==> src/rtl/jmdc_pkg.sv <==
package jmdc_pkg;

	// Default sizes of the sample store.
	localparam int DefChannels = 8;
	localparam int DefWindow   = 5;

	// Field widths.
	localparam int ChW     = 3;
	localparam int SmpW    = 12;
	localparam int BandW   = 11;
	localparam int AxisW   = 13;

	// Converter midpoint and output full scale.
	localparam logic [SmpW-1:0] Midpoint = 12'd2048;
	localparam int FullShift = 11;

	// Quotient bits of the cubic divide (the quotient never exceeds 2048).
	localparam int QW   = 12;
	localparam int CubW = 34;
	localparam int RemW = CubW + FullShift + 1;

endpackage

==> src/rtl/jmdc_window.sv <==
module jmdc_window #(
	parameter int CHANNELS = jmdc_pkg::DefChannels,
	parameter int WINDOW   = jmdc_pkg::DefWindow,
	parameter int AW       = 3
) (
	input  logic                       clk,
	input  logic                       arst_n,
	input  logic                       start,
	input  logic [AW-1:0]              slot,
	input  logic [jmdc_pkg::SmpW-1:0]  sample,
	output logic                       med_valid,
	output logic [jmdc_pkg::SmpW-1:0]  median
);
	import jmdc_pkg::*;

	localparam int RowW = WINDOW * SmpW;
	localparam int CW   = $clog2(WINDOW + 1);

	logic [RowW-1:0]     mem [CHANNELS];
	logic [RowW-1:0]     rd_data_q;
	logic [CHANNELS-1:0] row_valid_q;
	logic [AW-1:0]       slot_q;
	logic [SmpW-1:0]     sample_q;
	logic                pend_q;
	logic                med_valid_q;
	logic [SmpW-1:0]     median_s2;
	logic [RowW-1:0]     old_row;
	logic [RowW-1:0]     new_row;
	logic [SmpW-1:0]     med_c;
	logic [CW-1:0]       rank;

	// Each row is read once per transaction and written back in the next cycle,
	// before another transaction can start, so reads never see a stale row.
	always_ff @(posedge clk) begin
		if (start) begin
			rd_data_q <= mem[slot];
			slot_q    <= slot;
			sample_q  <= sample;
		end
		if (pend_q) begin
			mem[slot_q] <= new_row;
			median_s2   <= med_c;
		end
	end

	always_ff @(posedge clk or negedge arst_n) begin
		if (!arst_n) begin
			pend_q      <= 1'b0;
			med_valid_q <= 1'b0;
			row_valid_q <= '0;
		end else begin
			pend_q      <= start;
			med_valid_q <= pend_q;
			if (pend_q) begin
				row_valid_q[slot_q] <= 1'b1;
			end
		end
	end

	// A row never written reads as all zero; shift the new sample in at the top.
	always_comb begin
		old_row = row_valid_q[slot_q] ? rd_data_q : '0;
		new_row = {sample_q, old_row[RowW-1:SmpW]};
	end

	// Median by rank: ties are ordered by position, so exactly one entry
	// holds the middle rank.
	always_comb begin
		med_c = '0;
		for (int i = 0; i < WINDOW; i++) begin
			rank = '0;
			for (int j = 0; j < WINDOW; j++) begin
				if (j != i) begin
					if ((new_row[j*SmpW +: SmpW] < new_row[i*SmpW +: SmpW]) ||
					    ((new_row[j*SmpW +: SmpW] == new_row[i*SmpW +: SmpW]) && (j < i))) begin
						rank = rank + 1'b1;
					end
				end
			end
			if (rank == CW'(WINDOW / 2)) begin
				med_c = new_row[i*SmpW +: SmpW];
			end
		end
	end

	assign med_valid = med_valid_q;
	assign median    = median_s2;

endmodule

==> src/rtl/jmdc_cubic.sv <==
module jmdc_cubic (
	input  logic                        clk,
	input  logic                        arst_n,
	input  logic                        start,
	input  logic [jmdc_pkg::SmpW-1:0]   median,
	input  logic [jmdc_pkg::BandW-1:0]  dead_band,
	input  logic                        ack,
	output logic                        done,
	output logic signed [jmdc_pkg::AxisW-1:0] value
);
	import jmdc_pkg::*;

	typedef enum logic [4:0] {
		C_IDLE = 5'b00001,
		C_SQ   = 5'b00010,
		C_CUBE = 5'b00100,
		C_DIV  = 5'b01000,
		C_DONE = 5'b10000
	} cstate_t;

	cstate_t          state_q;
	logic [3:0]       k_q;
	logic [SmpW-1:0]  mag_q;
	logic [SmpW-1:0]  m_q;
	logic             neg_q;
	logic [2*SmpW-1:0] mag2_q;
	logic [2*SmpW-1:0] m2_q;
	logic [RemW-1:0]  rem_q;
	logic [RemW-1:0]  dsh_q;
	logic [QW-1:0]    q_q;
	logic [SmpW-1:0]  upper;
	logic [SmpW-1:0]  lower;
	logic [3*SmpW-1:0] mag3;
	logic [3*SmpW-1:0] m3;
	logic             fits;

	// Band edges, cube products and the divide compare; the lower edge is also the span m of the curve.
	always_comb begin
		upper = Midpoint + {1'b0, dead_band};
		lower = Midpoint - {1'b0, dead_band};
		mag3  = mag2_q * {{(2*SmpW){1'b0}}, mag_q};
		m3    = m2_q * {{(2*SmpW){1'b0}}, m_q};
		fits  = rem_q >= dsh_q;
	end

	// Sequencer: offset, squares, cubes, then one quotient bit per cycle.
	always_ff @(posedge clk or negedge arst_n) begin
		if (!arst_n) begin
			state_q <= C_IDLE;
			k_q     <= '0;
		end else begin
			unique case (state_q)
				C_IDLE: if (start) state_q <= C_SQ;
				C_SQ:   state_q <= C_CUBE;
				C_CUBE: begin
					state_q <= C_DIV;
					k_q     <= 4'(QW - 1);
				end
				C_DIV: begin
					if (k_q == '0) state_q <= C_DONE;
					k_q <= k_q - 1'b1;
				end
				C_DONE: if (ack) state_q <= C_IDLE;
				default: state_q <= C_IDLE;
			endcase
		end
	end

	always_ff @(posedge clk) begin
		if (state_q == C_IDLE && start) begin
			m_q <= lower;
			if (median >= upper) begin
				mag_q <= median - upper;
				neg_q <= 1'b1;
			end else if (median <= lower) begin
				mag_q <= lower - median;
				neg_q <= 1'b0;
			end else begin
				mag_q <= '0;
				neg_q <= 1'b0;
			end
		end
		if (state_q == C_SQ) begin
			mag2_q <= mag_q * mag_q;
			m2_q   <= m_q * m_q;
		end
		if (state_q == C_CUBE) begin
			rem_q <= {1'b0, mag3[CubW-1:0], {FullShift{1'b0}}};
			dsh_q <= {1'b0, m3[CubW-1:0], {FullShift{1'b0}}};
			q_q   <= '0;
		end
		if (state_q == C_DIV) begin
			if (fits) rem_q <= rem_q - dsh_q;
			dsh_q <= dsh_q >> 1;
			q_q   <= {q_q[QW-2:0], fits};
		end
	end

	assign done  = (state_q == C_DONE);
	assign value = neg_q ? -$signed({1'b0, q_q}) : $signed({1'b0, q_q});

endmodule

==> src/rtl/joystick_median_deadband_cubic.sv <==
// Channel  Handshake          Payload
// in       in_valid/in_stall  channel, sample
// out      out_valid/out_stall out_channel, axis_value
// cfg      cfg_wr_en          cfg_wr_data (dead band)
//
// A transaction passes the window read, write-back and median, then the offset,
// square, cube and bit-serial divide states of the cubic curve, into the output
// register; the next one is taken in the cycle after that load.
// The input stalls while a transaction is in flight; the next one is taken
// as soon as the result sits in the output register, even if it waits there.
// Reset clears the window valid bits, so every window reads as zeros.
module joystick_median_deadband_cubic #(
	parameter int CHANNELS = jmdc_pkg::DefChannels,
	parameter int WINDOW   = jmdc_pkg::DefWindow
) (
	input  logic                              clk,
	input  logic                              arst_n,
	input  logic                              in_valid,
	output logic                              in_stall,
	input  logic [jmdc_pkg::ChW-1:0]          channel,
	input  logic [jmdc_pkg::SmpW-1:0]         sample,
	output logic                              out_valid,
	input  logic                              out_stall,
	output logic [jmdc_pkg::ChW-1:0]          out_channel,
	output logic signed [jmdc_pkg::AxisW-1:0] axis_value,
	input  logic                              cfg_wr_en,
	input  logic [jmdc_pkg::BandW-1:0]        cfg_wr_data
);
	import jmdc_pkg::*;

	localparam int AW = (CHANNELS > 1) ? $clog2(CHANNELS) : 1;

	logic              busy_q;
	logic              out_valid_q;
	logic [ChW-1:0]    ch_q;
	logic [ChW-1:0]    out_channel_q;
	logic signed [AxisW-1:0] axis_q;
	logic [BandW-1:0]  dead_band_q;
	logic              accept;
	logic              load;
	logic [4:0]        fold;
	logic [AW-1:0]     slot;
	logic              med_valid;
	logic [SmpW-1:0]   median;
	logic              res_done;
	logic signed [AxisW-1:0] res_value;

	assign accept = in_valid && !busy_q;
	assign load   = res_done && (!out_valid_q || !out_stall);

	// Fold the channel into the window range by repeated subtraction.
	always_comb begin
		fold = {2'b00, channel};
		for (int i = 0; i < 8; i++) begin
			if (fold >= 5'(CHANNELS)) fold = fold - 5'(CHANNELS);
		end
		slot = fold[AW-1:0];
	end

	jmdc_window #(.CHANNELS(CHANNELS), .WINDOW(WINDOW), .AW(AW)) u_window (
		.clk(clk), .arst_n(arst_n), .start(accept), .slot(slot), .sample(sample),
		.med_valid(med_valid), .median(median)
	);

	jmdc_cubic u_cubic (
		.clk(clk), .arst_n(arst_n), .start(med_valid), .median(median),
		.dead_band(dead_band_q), .ack(load), .done(res_done), .value(res_value)
	);

	// Control: busy from accept until the result moves to the output register; also output valid and the dead band.
	always_ff @(posedge clk or negedge arst_n) begin
		if (!arst_n) begin
			busy_q      <= 1'b0;
			out_valid_q <= 1'b0;
			dead_band_q <= '0;
		end else begin
			if (cfg_wr_en) dead_band_q <= cfg_wr_data;
			if (accept) busy_q <= 1'b1;
			else if (load) busy_q <= 1'b0;
			if (load) out_valid_q <= 1'b1;
			else if (!out_stall) out_valid_q <= 1'b0;
		end
	end

	always_ff @(posedge clk) begin
		if (accept) ch_q <= channel;
		if (load) begin
			out_channel_q <= ch_q;
			axis_q        <= res_value;
		end
	end

	assign in_stall    = busy_q;
	assign out_valid   = out_valid_q;
	assign out_channel = out_channel_q;
	assign axis_value  = axis_q;

	a_done_busy: assert property (@(posedge clk) disable iff (!arst_n)
		res_done |-> busy_q) else $error("result without transaction");
	a_med_busy: assert property (@(posedge clk) disable iff (!arst_n)
		med_valid |-> busy_q && !res_done) else $error("median outside transaction");
	a_load_free: assert property (@(posedge clk) disable iff (!arst_n)
		load |=> out_valid_q && !busy_q) else $error("output load lost");

endmodule
==> config.mk <==
export PLATFORM = sky130hd
export DESIGN_NAME = joystick_median_deadband_cubic
export DESIGN_NICKNAME = d
export VERILOG_FILES = /design/src/rtl/jmdc_pkg.sv /design/src/rtl/jmdc_window.sv /design/src/rtl/jmdc_cubic.sv /design/src/rtl/joystick_median_deadband_cubic.sv
export SDC_FILE = /design/constraint.sdc
export NUM_CORES = 2
export LEC_CHECK = 0
export ABC_AREA = 1
export BUFFER_PORTS_ARGS = -buffer_cell sky130_fd_sc_hd__buf_2
export CELL_PAD_IN_SITES_DETAIL_PLACEMENT = 0
export CELL_PAD_IN_SITES_GLOBAL_PLACEMENT = 1
export CORE_ASPECT_RATIO = 1.2
export CORE_MARGIN = 10
export CORE_UTILIZATION = 55
export CTS_BUF_LIST = sky130_fd_sc_hd__clkbuf_4
export CTS_CLUSTER_DIAMETER = 200
export DETAILED_ROUTE_END_ITERATION = 10
export GPL_TIMING_DRIVEN = 0
export PLACE_DENSITY_LB_ADDON = 0.1
export SYNTH_ARGS = -nofsm -noshare
export SYNTH_HDL_FRONTEND = slang
export SYNTH_SLANG_ARGS = --single-unit
==> constraint.sdc <==
create_clock -name clk -period 12.55 [get_ports clk]
set_input_delay 1.8825 -clock clk [delete_from_list [all_inputs] [get_ports clk]]
set_output_delay 1.8825 -clock clk [all_outputs]
set_load 0.01 [all_outputs]
======== Yosys cells after proc, flatten, opt, wreduce, memory -nomap -nowiden ========
Memory sizes are Yosys's and may differ from the RTL's. A register that Yosys moved wholly into a read port is not among the register bits.
Index checks and enable logic that the tools add are counted.
cells by class
  add/subtract/negate cells ............... 22
  $mul .................................... 4
  $lt $le $gt $ge ......................... 25
  equality and inequality tests ........... 24
  multiplexer cells ....................... 52
  bitwise operators ....................... 1
  reductions and logical operators ........ 22
operators by type and width
  kind                                                 count
  < comparator 12 bit                                  20
  2-to-1 mux 46 bit                                    3
  equality test 12 bit                                 10
  2-to-1 mux 12 bit                                    10
  multiplier 24 x 12 -> 34 bit                         2
  2-to-1 mux 60 bit                                    1
  multiplier 12 x 12 -> 24 bit                         2
  greater-or-equal comparator 46 x 45 -> 1 bit         1
  subtractor 46 x 45 -> 46 bit                         1
  2-to-1 mux 3 bit                                     15
  2-to-1 mux 45 bit                                    1
  2-to-1 mux 44 bit                                    1
  adder 3 x 1 -> 3 bit, second input constant          10
  one-hot mux 5 bit (5 select lines)                   1
  subtractor 12 bit                                    2
  equality test 3 x 2 -> 1 bit, second input constant  5
  2-to-1 mux 5 bit                                     3
  2-to-1 mux 1 bit                                     14
  negator 12 -> 13 bit                                 1
  adder 12 x 11 -> 12 bit, first input constant        1
  greater-or-equal comparator 12 bit                   1
  <= comparator 12 bit                                 1
  subtractor 12 x 11 -> 12 bit, first input constant   1
  logical OR 1 bit                                     11
  other kinds (20)                                     32
storage, ports and cells
  bits in registers ....................... 251
  bits in writable memories ............... 480
  input bits .............................. 31
  output and inout port bits .............. 18
  logic and storage cells ................. 174
  memories kept ........................... 1
memory list
  memory        depth  bits a word  rd ports  clocked after memory_dff  write ports  line               RTL
  u_window.mem  8      60           1         1                         1            jmdc_window.sv:19  logic [RowW-1:0] mem [CHANNELS];

======== Longest topological paths before layout ========
  depth in word-level cells ............... 17
  mapped depth ............................ 36

======== Modules after synthesis ========
Synthesis repeated with hierarchy kept, for this count alone.
second synthesis, totals
  cell total of the unflattened synthesis .. 7443
  area, all modules ....................... 61804.3 µm²
modules (own cells, without submodules)
  module                          times used  cells each  area each (µm²)
  jmdc_cubic                      1           5324        38613.3
  jmdc_window                     1           2043        22076.2
  joystick_median_deadband_cubic  1           76          1114.8

======== Worst setup path before layout ========
OpenSTA, ideal clock, no wires.
  path type ............................... register to register
  from .................................... register u_cubic.state_q[2]
  to ...................................... register u_cubic.state_q[0]
  arrival ................................. 5.465 ns
  data required time ...................... 12.471 ns
  slack ................................... 7.006 ns
  stages on the path, launching flop included .. 4
  buffers on the path ..................... 0
  clock period less this slack ............ 5.544 ns
  path through ............................ dfrtp_1 -> nor4_1 -> nor2_1 -> a31o_2
on the way
  cells in the longest elaborated chain, start to end .. 4
ends and longest elaborated chain
  item                                  line                                  RTL
  start, declared                       jmdc_cubic.sv:21                      cstate_t state_q;
  start signal, assigned                jmdc_cubic.sv:49                      state_q <= C_IDLE;
  start signal, assigned                jmdc_cubic.sv:53                      C_IDLE: if (start) state_q <= C_SQ;
  start signal, assigned                jmdc_cubic.sv:54                      C_SQ: state_q <= C_CUBE;
  equality test 5 bit                   jmdc_cubic.sv:52, jmdc_cubic.sv:99
  logical AND 1 bit                     joystick_median_deadband_cubic.sv:49  assign load = res_done && (!out_valid_q || !out_stall);
  != test 2 bit (no source line)        n/a
  AND reduction 3 bit (no source line)  n/a
Several ways; a longest one is shown, not always the timed one.
A chain may end at the register's enable or synchronous reset.

======== Worst setup path after layout ========
  from .................................... register u_cubic.m_q[7]
  to ...................................... register u_cubic.dsh_q[39], data pin
on the way
  cells in the longest elaborated chain, start to end .. 3
ends and longest elaborated chain
  item                          line              RTL
  start, declared               jmdc_cubic.sv:24  logic [SmpW-1:0] m_q;
  start signal, assigned        jmdc_cubic.sv:71  m_q <= lower;
  multiplier 24 x 12 -> 34 bit  jmdc_cubic.sv:42  m3 = m2_q * {{(2*SmpW){1'b0}}, m_q};
  2-to-1 mux 45 bit             jmdc_cubic.sv:87  if (state_q == C_CUBE) begin
  2-to-1 mux 44 bit             jmdc_cubic.sv:92  if (state_q == C_DIV) begin
  end signal, assigned          jmdc_cubic.sv:89  dsh_q <= {1'b0, m3[CubW-1:0], {FullShift{1'b0}}};
  end signal, assigned          jmdc_cubic.sv:94  dsh_q <= dsh_q >> 1;
  end, declared                 jmdc_cubic.sv:29  logic [RemW-1:0] dsh_q;
Every way passes these cells. The select of a mux whose other input is x is not followed.

==> impl_results.md <==
- Status: finished, final reports clean
- Crit Reg-Reg Startpoint: u_cubic.m_q[7]
- Initial antenna violation count: 4
- CTS Hold Bufs: 0
- Yosys Warn Count: 0
- Crit-path cells: clkbuf_1 -> clkbuf_1 -> nand2_1 -> fa_1 -> inv_1 -> fa_1 -> fa_1 -> fa_1 -> inv_1 -> fa_1 -> inv_1 -> ha_1 -> inv_1 -> o21bai_1 -> a31oi_1 -> o21ai_0 -> nand2_1 -> nand3_1 -> nand3_1 -> nand2_1 -> or2_2 -> nand3_1 -> o21ai_0
- Final HPWL DP: 134,500 um
- Htree depth: 4
- CP Max Fanout: 10
- Largest area contributor in the netlist: edfxtp_1
- Crit path required time: 13.34 ns
- Slowest CP cell: clkbuf_1
- Final setup fails: 0
- Clk_skew: 0.08929 ns
- Initial Util: 55.39%
- Period Utilization, post-route: 55.14%
- Final WL: ~170,000 um
- Die footprint: 122,400 um^2
- Wirelength per Cell: 19.57 um
- RSZ-0062 raised after global routing: false
- CTS clk-pin slew, worst paths: approximately 0.07 ns
- Pre-Repair DR Iteration Count: 6
- Most used cell, CP: fa_1
- Layout cells sized above 1: 6.265%
- Number of global-route vias before repair: 47,568
- Flop-to-flop setup slack: approximately 5.6 ns
- Adder-cell share of the synthesized area: 29.06%
- Worst relative slew slack: 9.989%
- Worst min path class: register to register
- Chip Width: 321.1 um
- CTS root buffer: clkbuf_4
- Largest family of logic cells by synthesized area: adder cells
- Critical path startpoint category: register
- DIE HEIGHT: 381.3 um
- Gate Count Post-Synth: between 6,000 and 7,000
- Post-synthesis register bit count: 681
- HP Start: u_window.row_valid_q[2]
- Post-cts sizing count: 0
- Mapped cell area: 59,830 um^2
- I/O pins: between 40 and 50
- Hold Path Sink: u_window.row_valid_q[2]
- PortBufs: 48
- Clk Latency, worst-skew pair: roughly 1.1 ns
- Slew @ Worst Pin: roughly 1.3 ns
- Num CTS Buffers: 175
- Gpl congestion: 0.9313
- Most frequent cells in the layout: 1,421 x inv_1, 1,405 x nand2_1, 650 x nor2_1
- Setup TNS: 0 ns
- Complex-gate fraction of the synthesized area: 8.708%
- Antenna Nets Post-Route: 0
- Post-synthesis xor/xnor area fraction: 2.137%
- Synth unique cells: 60
- Max-cap check violation count: 0
- Post-route minimum period: 6.920 ns
- Syn Area/Cell: 8.666 um^2
- Top FF cell, synth: edfxtp_1
- Synthesis-to-finish area growth: 7.905%
- Arrival time at the worst endpoint: 7.71 ns
- Commonest non-fill, non-tap cell in the layout: inv_1
- Core area: between 100,000 and 150,000 um^2
- Largest net degree at the start of global routing: 56
- Post-CTS Setup Inserts: 0
- Path depth of the worst reg2reg path: 23
- Yosys top cell area share: 30.26%
- Vias: 47,135
- Fill cell count: 9,891
- Hold Path Stages: 2
- DR vias/cell: 5.414
- DRC Markers: 0
- TritonCTS clock tree: done
- Clock Sinks: between 600 and 700
- Max incr delay on CP: ~0.70 ns
- Portion of netlist area occupied by mux cells: 0%
- Setup Crit Path Kind: register to register
- Gr usage total: between 20% and 30%
- Longest Clk Path Bufs: 3
- Site row count: 132
- Detailed Route Iter0 Violations: ~3,600
- Critical Path End Type: register
- Simple-gate share of the synthesized area: 16.23%
- Global-route wire length before repair: 263,900 um
- Number of synthesized flops with an enable pin: 603
- Critical R2R Capture: u_cubic.dsh_q[39]
- F_max: 144.5 MHz
- Max Slew Vio Count: 0
- Synth area leaders: edfxtp_1 30%, fa_1 20%, ha_1 9.5%
- Final #Nets: 8,232
- Asr flop ratio synth: roughly 4.7%
- Share of the yosys chip area belonging to registers: 33.14%
- GR Overflow Total: 0
- Hold Violations, Final: 0
[cell type report]
| cell class | count | area, um^2 | area share, % |
|---|---|---|---|
| repair buffers | 71 | 630.6 | 0.9767 |
| plain buffers | 258 | 1041 | 1.612 |
| well taps | 1407 | 1760 | 2.727 |
| clock inverters | 59 | 337.8 | 0.5233 |
| inverters | 1430 | 5373 | 8.322 |
| multi-input cells | 4546 | 33710 | 52.21 |
| flip-flops and latches | 681 | 19830 | 30.72 |
| diodes | 5 | 12.51 | 0.01938 |
| clock buffers | 249 | 1869 | 2.895 |
[critical path, delay by kind of cell, from the launching register on]
kind | cells | cell delay [ns]
DFF | 1 | 0.56
AOI/OAI and AO/OA | 4 | 0.61
buffers and inverters | 6 | 1.61
adders and majority gates | 6 | 2.91
and+or+nand+nor | 7 | 0.93
[cells in the mapped netlist (3+ instances only)]
library cell  instances
dfrtp_1              31
nor4_1                8
a21oi_1             261
o21ai_2               8
inv_1              1423
o21a_1                5
a31o_2                3
a211oi_1              7
and3_1                4
o221ai_1              3
ha_1                452
and2_1                6
o21bai_1             23
o21ai_1              35
nand2_2               6
dfxtp_1              46
buf_4                 4
o21ai_0             396
a21boi_0              5
clkbuf_1            225
nand2_1            1405
o31ai_1               3
o22ai_1              61
nand4_1              60
nand3_1             162
buf_6                 5
buf_1                 8
nor2_1              660
fa_1                586
o211ai_1             15
a21o_1               20
or2_2                34
nand3b_1              8
nor3_1               40
xnor2_1              54
a221oi_1              4
edfxtp_1            603
inv_2                 3
buf_2                16
clkinv_1              3
a31oi_1              80
xor2_1               92
nand3_2               3
nor2_2                6
[metrics by stage]
| stage | worst slack, ns | area, um^2 | std cells | hold WS [ns] | util, % |
|---|---|---|---|---|---|
| floorplan | 7.006 | 59870 | 6915 | 0.4244 | - |
| global placement | 3.497 | 61870 | 8370 | 0.4392 | 57.28 |
| detailed placement | 5.756 | 62340 | 8393 | 0.4533 | 57.71 |
| CTS | 5.700 | 64550 | 8701 | 0.4700 | 59.76 |
| global route | 5.349 | 64560 | 8706 | 0.5091 | 59.77 |
| finish | 5.630 | 64560 | 8706 | 0.4707 | 59.77 |
[flip-flops by register name, indices dropped and copies added (netlist names), 13 cells and up]
signal              flops
axis_value             13
u_cubic.dsh_q          45
u_cubic.m2_q           23
u_cubic.mag2_q         23
u_cubic.rem_q          46
u_window.mem          384
u_window.rd_data_q     48
[kinds of logic (layout without fill, tap and decap cells)]
group           count (synthesis)  after routing
compound gates                941            941
xor+xnor                      146            146
fa+ha+maj                    1038           1038
buf+inv                      1688           2067
flops                         681            681
other cells                     2             18
simple gates                 2408           2408
[routing by layer]
layer / global-route usage (%) / part of all wire (%)
met1: 35.16 / 41
met2: 47.45 / 49
met3: 4.095 / 6.2
met4: 11.71 / 4.0
met5: 0 / 0
[worst max path at each step]
stage                             from            endpoint  slack [ns]  cells past startpoint
floorplan           u_cubic.state_q[2]  u_cubic.state_q[0]        7.01                      3
global placement    u_cubic.state_q[2]    u_cubic.m2_q[23]        3.50                      1
detailed placement      u_cubic.m_q[7]    u_cubic.m2_q[23]        5.76                     18
CTS                     u_cubic.m_q[7]    u_cubic.m2_q[23]        5.70                     19
global route            u_cubic.m_q[7]   u_cubic.dsh_q[39]        5.35                     23
finish                  u_cubic.m_q[7]   u_cubic.dsh_q[39]        5.63                     23
Power is left out: the tool's default activity adds up to more than one toggle a clock period on the data nets, which glitch-free logic cannot reach.
